$ cat src/design/usp_pkg.sv
// Types, constants and helper functions shared by the UTF-8 safe percent escaper.
package usp_pkg;

  typedef enum logic {
    ST_IDLE,
    ST_EMIT
  } state_e;

  typedef enum logic [1:0] {
    ACT_RAW,
    ACT_ESC_LEAD,
    ACT_ESC_ALL,
    ACT_HOLD
  } action_e;

  localparam logic [7:0]  CharPercent  = 8'h25;
  localparam logic [20:0] CpMax        = 21'h10ffff;
  localparam logic [20:0] SurrLo       = 21'h00d800;
  localparam logic [20:0] SurrHi       = 21'h00dfff;
  localparam logic [20:0] Min2         = 21'h000080;
  localparam logic [20:0] Min3         = 21'h000800;
  localparam logic [20:0] Min4         = 21'h010000;
  localparam logic [7:0]  HexDigits [16] = '{
    8'h30, 8'h31, 8'h32, 8'h33, 8'h34, 8'h35, 8'h36, 8'h37,
    8'h38, 8'h39, 8'h41, 8'h42, 8'h43, 8'h44, 8'h45, 8'h46
  };

  function automatic logic [7:0] hex_char(input logic [3:0] nib);
    hex_char = HexDigits[nib];
  endfunction

  function automatic logic is_unsafe(input logic [20:0] cp);
    is_unsafe = (cp < 21'h20) || (cp == 21'h7f) ||
                (cp >= 21'h80 && cp <= 21'h9f) ||
                (cp == 21'h2028) || (cp == 21'h2029) ||
                (cp == 21'h200e) || (cp == 21'h200f) ||
                (cp >= 21'h202a && cp <= 21'h202e) ||
                (cp >= 21'h2066 && cp <= 21'h2069);
  endfunction

endpackage

$ cat src/design/utf8_safe_percent_escaper.sv
// UTF-8 validating percent escaper: byte in, raw or %XX-escaped bytes out.
//
//  channel  | dir | tdata         | tuser    | tlast
//  s_axis   | in  | in_byte [7:0] | -        | in_last
//  m_axis   | out | out_byte[7:0] | run_last | text_end
//
// One shared decode unit judges the sequence at the current position and a
// sequencer emits one output byte per cycle from it unless the output stalls.
// A new input byte is taken only in ST_IDLE, once all output bytes of the
// previous one have been generated; output stalls stretch the wait.
// The last output byte of a word waits in a hold register until the word
// closes, so it can carry run_last. Reset empties all held bytes.
module utf8_safe_percent_escaper
  import usp_pkg::*;
(
  input  logic       clk_i,
  input  logic       rst_ni,
  input  logic       s_axis_tvalid,
  output logic       s_axis_tready,
  input  logic [7:0] s_axis_tdata,   // [7:0] in_byte
  input  logic       s_axis_tlast,
  output logic       m_axis_tvalid,
  input  logic       m_axis_tready,
  output logic [7:0] m_axis_tdata,   // [7:0] out_byte
  output logic       m_axis_tuser,   // [0] run_last
  output logic       m_axis_tlast
);

  state_e      state_q, state_d;
  logic [7:0]  buf_q [4];
  logic [7:0]  buf_d [4];
  logic [7:0]  pend_q [3];
  logic [7:0]  pend_d [3];
  logic [1:0]  pend_cnt_q, pend_cnt_d;
  logic [2:0]  n_q, n_d;
  logic [2:0]  pos_q, pos_d;
  logic [1:0]  grp_q, grp_d;
  logic [1:0]  sub_q, sub_d;
  logic        last_q, last_d;
  logic [7:0]  hold_q, hold_d;
  logic        hold_vld_q, hold_vld_d;
  logic [7:0]  out_byte_q, out_byte_d;
  logic        out_run_q, out_run_d;
  logic        out_end_q, out_end_d;
  logic        out_vld_q, out_vld_d;

  logic [7:0]  w [4];
  logic [2:0]  avail;
  logic [2:0]  need;
  logic [20:0] lead_bits;
  logic [20:0] cp;
  logic        bad;
  logic        malformed;
  action_e     act;
  logic [2:0]  grp_len;
  logic [7:0]  cur_byte;
  logic [7:0]  gen_byte;
  logic        out_free;
  logic        gen_ok;

  // decode unit: judge the sequence that starts at pos_q
  always_comb begin
    for (int k = 0; k < 4; k++) begin
      w[k] = buf_q[pos_q[1:0] + 2'(k)];
    end
    avail = n_q - pos_q;
    if (w[0][7] == 1'b0) begin
      need = 3'd1;
      lead_bits = {14'd0, w[0][6:0]};
    end else if (w[0][7:5] == 3'b110) begin
      need = 3'd2;
      lead_bits = {16'd0, w[0][4:0]};
    end else if (w[0][7:4] == 4'b1110) begin
      need = 3'd3;
      lead_bits = {17'd0, w[0][3:0]};
    end else if (w[0][7:3] == 5'b11110) begin
      need = 3'd4;
      lead_bits = {18'd0, w[0][2:0]};
    end else begin
      need = 3'd0;
      lead_bits = '0;
    end
    case (need)
      3'd2:    cp = {10'd0, w[0][4:0], w[1][5:0]};
      3'd3:    cp = {5'd0, w[0][3:0], w[1][5:0], w[2][5:0]};
      3'd4:    cp = {w[0][2:0], w[1][5:0], w[2][5:0], w[3][5:0]};
      default: cp = lead_bits;
    endcase
    bad = 1'b0;
    for (int k = 1; k < 4; k++) begin
      if (3'(k) < need && 3'(k) < avail && w[k][7:6] != 2'b10) begin
        bad = 1'b1;
      end
    end
    malformed = (need == 3'd2 && cp < Min2) || (need == 3'd3 && cp < Min3) ||
                (need == 3'd4 && cp < Min4) || (cp > CpMax) ||
                (cp >= SurrLo && cp <= SurrHi);
    if (w[0] == CharPercent || need == 3'd0) begin
      act = ACT_ESC_LEAD;
    end else if (need == 3'd1) begin
      act = is_unsafe(cp) ? ACT_ESC_ALL : ACT_RAW;
    end else if (bad) begin
      act = ACT_ESC_LEAD;
    end else if (avail < need) begin
      act = last_q ? ACT_ESC_LEAD : ACT_HOLD;
    end else if (malformed) begin
      act = ACT_ESC_LEAD;
    end else begin
      act = is_unsafe(cp) ? ACT_ESC_ALL : ACT_RAW;
    end
    grp_len = (act == ACT_RAW || act == ACT_ESC_ALL) ? need : 3'd1;
    cur_byte = w[grp_q];
    case (sub_q)
      2'd0:    gen_byte = (act == ACT_RAW) ? cur_byte : CharPercent;
      2'd1:    gen_byte = hex_char(cur_byte[7:4]);
      default: gen_byte = hex_char(cur_byte[3:0]);
    endcase
  end

  assign out_free = !out_vld_q || m_axis_tready;
  assign gen_ok   = !hold_vld_q || out_free;

  always_comb begin
    state_d    = state_q;
    buf_d      = buf_q;
    pend_d     = pend_q;
    pend_cnt_d = pend_cnt_q;
    n_d        = n_q;
    pos_d      = pos_q;
    grp_d      = grp_q;
    sub_d      = sub_q;
    last_d     = last_q;
    hold_d     = hold_q;
    hold_vld_d = hold_vld_q;
    out_byte_d = out_byte_q;
    out_run_d  = out_run_q;
    out_end_d  = out_end_q;
    out_vld_d  = out_free ? 1'b0 : out_vld_q;
    s_axis_tready = (state_q == ST_IDLE);
    case (state_q)
      ST_IDLE: begin
        if (s_axis_tvalid) begin
          for (int i = 0; i < 3; i++) begin
            buf_d[i] = (2'(i) < pend_cnt_q) ? pend_q[i] : s_axis_tdata;
          end
          buf_d[3]   = s_axis_tdata;
          n_d        = {1'b0, pend_cnt_q} + 3'd1;
          pend_cnt_d = '0;
          pos_d      = '0;
          grp_d      = '0;
          sub_d      = '0;
          last_d     = s_axis_tlast;
          state_d    = ST_EMIT;
        end
      end
      ST_EMIT: begin
        if (pos_q >= n_q || act == ACT_HOLD) begin
          // close the word: keep an incomplete sequence and release the held byte marked as its last
          if (act == ACT_HOLD && pos_q < n_q) begin
            for (int i = 0; i < 3; i++) begin
              pend_d[i] = w[i];
            end
            pend_cnt_d = avail[1:0];
          end
          if (!hold_vld_q) begin
            state_d = ST_IDLE;
          end else if (out_free) begin
            out_byte_d = hold_q;
            out_run_d  = 1'b1;
            out_end_d  = last_q;
            out_vld_d  = 1'b1;
            hold_vld_d = 1'b0;
            state_d    = ST_IDLE;
          end
        end else if (gen_ok) begin
          if (hold_vld_q) begin
            out_byte_d = hold_q;
            out_run_d  = 1'b0;
            out_end_d  = 1'b0;
            out_vld_d  = 1'b1;
          end
          hold_d     = gen_byte;
          hold_vld_d = 1'b1;
          if (act != ACT_RAW && sub_q != 2'd2) begin
            sub_d = sub_q + 2'd1;
          end else begin
            sub_d = '0;
            if ({1'b0, grp_q} + 3'd1 >= grp_len) begin
              grp_d = '0;
              pos_d = pos_q + grp_len;
            end else begin
              grp_d = grp_q + 2'd1;
            end
          end
        end
      end
      default: state_d = ST_IDLE;
    endcase
  end

  always_ff @(posedge clk_i or negedge rst_ni) begin
    if (!rst_ni) begin
      state_q    <= ST_IDLE;
      pend_cnt_q <= '0;
      n_q        <= '0;
      pos_q      <= '0;
      grp_q      <= '0;
      sub_q      <= '0;
      last_q     <= 1'b0;
      hold_vld_q <= 1'b0;
      out_vld_q  <= 1'b0;
      for (int i = 0; i < 3; i++) begin
        pend_q[i] <= '0;
      end
    end else begin
      state_q    <= state_d;
      pend_cnt_q <= pend_cnt_d;
      n_q        <= n_d;
      pos_q      <= pos_d;
      grp_q      <= grp_d;
      sub_q      <= sub_d;
      last_q     <= last_d;
      hold_vld_q <= hold_vld_d;
      out_vld_q  <= out_vld_d;
      pend_q     <= pend_d;
    end
  end

  always_ff @(posedge clk_i) begin
    buf_q      <= buf_d;
    hold_q     <= hold_d;
    out_byte_q <= out_byte_d;
    out_run_q  <= out_run_d;
    out_end_q  <= out_end_d;
  end

  assign m_axis_tvalid = out_vld_q;
  assign m_axis_tdata  = out_byte_q;
  assign m_axis_tuser  = out_run_q;
  assign m_axis_tlast  = out_end_q;

endmodule
$ cat config.mk
export PLATFORM = sky130hd
export DESIGN_NAME = utf8_safe_percent_escaper
export DESIGN_NICKNAME = d
export VERILOG_FILES = /design/src/design/usp_pkg.sv /design/src/design/utf8_safe_percent_escaper.sv
export SDC_FILE = /design/constraint.sdc
export NUM_CORES = 1
export LEC_CHECK = 0
export BUFFER_PORTS_ARGS = -buffer_cell sky130_fd_sc_hd__buf_4
export CORE_MARGIN = 2
export CORE_UTILIZATION = 30
export CTS_CLUSTER_DIAMETER = 120
export CTS_CLUSTER_SIZE = 12
export DETAILED_ROUTE_END_ITERATION = 16
export HOLD_SLACK_MARGIN = 0.02
export PLACE_DENSITY_LB_ADDON = 0.1
export SLEW_MARGIN = 10
export SYNTH_ARGS = -nofsm -noshare
export SYNTH_HDL_FRONTEND = slang
export SYNTH_SLANG_ARGS = --single-unit
$ cat constraint.sdc
create_clock -name clk_i -period 4.9 [get_ports clk_i]
set_input_delay 1.225 -clock clk_i [delete_from_list [all_inputs] [get_ports clk_i]]
set_output_delay 1.225 -clock clk_i [all_outputs]
set_load 0.005 [all_outputs]
==> results.md <==
* CP max stage cell: mux4_2
* Number of max-cap violations at 0
* Die area at about 0.021 mm^2
* Mapped Area at between 0.006 and 0.007 mm^2
* Final Max Slew Viols at 0
* Post-Synth XOR/XNOR Area at 0.00290
* Initial Util at 0.308
* FILL cells at 1,945
* Initial antenna violation count at 0
* Area grow syn2layout at 13.7%
* I/O pin total at 25
* Max Freq at around 0.21 GHz
* Top FF cell, synth: edfxtp_1
* Drt via density at around 5.4
* Crit path top cell by count: ha_1
* Cell Rows at 51
* H-tree depth at 3
* WL/cell at just under 20 um
* Status: finished, final reports clean
* Sequential-to-total area share from yosys stat at 0.415
* Detailed Route WL at 16.1 mm
* Leakage at between 2 and 3 nW
* Clock Skew at roughly 0.0059 ns
* CP max stage delay at around 0.55 ns
* RSZ-0062 raised after global routing: false
* Final Hold Vio Count at 0
* Worst EP arrival at around 4.9 ns
* Mux share of post-synthesis cell area at 0.243
* Synthesized net count at about 550
* Post-CTS Hold Fix Bufs at 0
* ANT nets after route at 0
* Synth Area in Compound Gates at 0.124
* Worst min path class: reg2reg
* DRC Markers at 0
* Die height at around 150 um
* Layout cells sized above 1 at 0.292
* CTS clock-pin slew for the worst setup and hold paths at around 0.060 ns
* Ys Warns at 0
* CP startpoint kind: flop
* First-pass GRT wire length at 26.2 mm
* Final nets at around 580
* Pwr per Cell Area at approximately 660 mW/mm^2
* Slew at the pin closest to its max-slew limit at approximately 1.1 ns
* Post-synth cell types at 65
* DRT Pass-1 Iters at 5
* Register bit total from synthesis at 90
* Number of synthesized flops with an enable pin at 50
* Area share of fa/ha/maj cells after synthesis at 0.0481
* Remaining Overflow, GRT at 0
* Count leader, synth: mux2_2
* Post-synth top area share at 0.249
* Post-synth top area cell: edfxtp_1
* Core region area at slightly below 0.02 mm^2
* Mapped Cells at around 520
* Tcrit/Tclk final at 0.952
* Avg Cell Area, Syn at 11.7 um^2
* Slew HR at 0.287
* Largest net degree at the start of global routing at between 40 and 50
* Final setup fails at 0
* Critical path cell sequence: mux4_2 > and4b_1 > nand2_1 > ha_1 > o21ai_0 > a32o_1 > a21oi_1 > o2111ai_1 > o22a_1 > or2_2 > ha_1 > a21o_1 > a211o_1 > and2_1 > o2111a_1 > a311o_1
* Top cells by count, synth: mux2_2, edfxtp_1, dfrtp_1, nand2_1, mux4_2
* Later-pin clock latency in the skew report at 0.35 ns
* Total power at roughly 4.6 mW
* Largest family of logic cells by synthesized area: multiplexers
* Total number of vias at approximately 4,400
* Max clock buf depth at 2
* Crit path max fanout at 7
* DP HPWL at 11.7 mm
* Top post-synthesis cells by area: edfxtp_1, dfrtp_1, mux4_2
* Post-synthesis simple-gate area fraction at 0.125
* Gr usage total at 0.157
* CTS sink count at 90
* CTS tree: built
* Crit path kind: reg2reg
* Initial drt markers at between 200 and 250
* Inserted Clock Buffers at 9
* TNS Setup at 0 ns
* Root buffer cell: clkbuf_16
* Minimum clock period at between 4 and 5 ns
* Vias in the first global route at 4,602
* Die Wd at ~150 um
* N_diodes at 0
* Count of input and output buffers at 24
* GP Congestion at around 0.84
* Peak supply drop at 0.000238 V
* Critical Path RT at 5.13 ns
* Async S/R FF share, synth at 0.444
* Crit. End Element: flop
state kept, by name (all words and copies together) (netlist names), 2 cells and up, named ones only:
register / cells
sub_q: 2
pos_q: 3
hold_q: 8
pend_cnt_q: 2
buf_q: 32
m_axis_tdata: 8
pend_q: 24
grp_q: 2
n_q: 3
report_power, final:
| group | internal [mW] | switching (mW) |
|---|---|---|
| combinational | 1.10 | 1.49 |
| sequential | 1.14 | 0.177 |
| clock | 0.357 | 0.296 |
| total | 2.60 | 1.96 |
metrics by stage:
step	utilization	setup WS, ns	std cells	hold slack, ns	cell area, um^2
4_1_cts	0.349	0.160	815	0.422	6840
6_report	0.350	0.236	817	0.418	6860
3_5_place_dp	0.335	0.209	799	0.405	6560
5_1_grt	0.350	0.00848	817	0.425	6860
2_1_floorplan	-	0.0459	517	0.400	6040
3_3_place_gp	0.335	0.339	799	0.403	6560
cells in the final DEF (no fill, tap or decap), drive strengths merged, types with 3 or more instances in the layout:
| master | instances |
|---|---|
| a211oi | 5 |
| a31oi | 4 |
| a21o | 6 |
| o211ai | 7 |
| mux2 | 52 |
| o21a | 4 |
| a211o | 3 |
| o22ai | 6 |
| or2 | 6 |
| nand4b | 3 |
| a221o | 4 |
| nor2b | 3 |
| a21oi | 20 |
| nand2 | 40 |
| buf | 44 |
| nand3b | 7 |
| inv | 31 |
| nand3 | 11 |
| nand2b | 15 |
| clkinvlp | 3 |
| mux2i | 7 |
| edfxtp | 50 |
| clkbuf | 13 |
| nand4 | 5 |
| nor3 | 5 |
| and4b | 4 |
| and2 | 3 |
| mux4 | 36 |
| o31ai | 5 |
| or3 | 3 |
| o221ai | 3 |
| ha | 20 |
| dfrtp | 40 |
| o21ai | 21 |
| nor2 | 29 |
path summary, 6_finish.rpt:
| check | endpoint | start | cells past startpoint | slack [ns] |
|---|---|---|---|---|
| worst max-delay path | pos_q[2] | pos_q[0] | 16 | 0.24 |
| worst min-delay path | m_axis_tdata[0] | hold_q[0] | 0 | 0.42 |
| worst max register to register | pos_q[2] | pos_q[0] | 16 | 0.24 |
| worst min register to register | m_axis_tdata[0] | hold_q[0] | 0 | 0.42 |
| max in group asynchronous | pos_q[0] | rst_ni | 1 | 3.56 |
| min in group asynchronous | pend_q[10] | rst_ni | 1 | 0.87 |
layer usage:
layer | track usage | wire, um | share of wire | up-vias
met5 | 0 | 0 | 0 | -
met4 | 0.0520 | 335 | 0.021 | 0
met3 | 0.0279 | 632 | 0.039 | 19
met2 | 0.256 | 7670 | 0.48 | 111
met1 | 0.212 | 7450 | 0.46 | 2225
li1 | - | - | - | 2050
logic make-up (layout without fill, tap and decap cells):
family          count (synthesis)  count (layout)
xor+xnor                        2               2
fa+ha+maj                      22              22
mux                            95              95
simple gates                  142             142
buf+inv                        58              93
compound gates                108             108
flops                          90              90
worst max-delay path, delay by kind of cell (launching register included):
kind | cells | cell delay, ns
compound gates | 9 | 1.78
fa+ha+maj | 2 | 0.65
flops | 1 | 0.50
mux | 1 | 0.55
simple gates | 4 | 1.05
final cells by class:
type	count	area (um^2)	area share
timing repair buffer	45	342	0.0498
clock buffer	12	246	0.0359
inverter	32	120	0.0175
clock inverter	4	27.5	0.00401
sequential	90	2510	0.365
tap	265	332	0.0483
multi-input combinational	369	3290	0.479
repair_timing:
item                                    CTS  global route
endpoints found under the setup margin    0             3
hold endpoints to repair                  0             0
setup buffers                             0             2
gates resized for setup                   0             4
(Power assumes the default switching activity.)
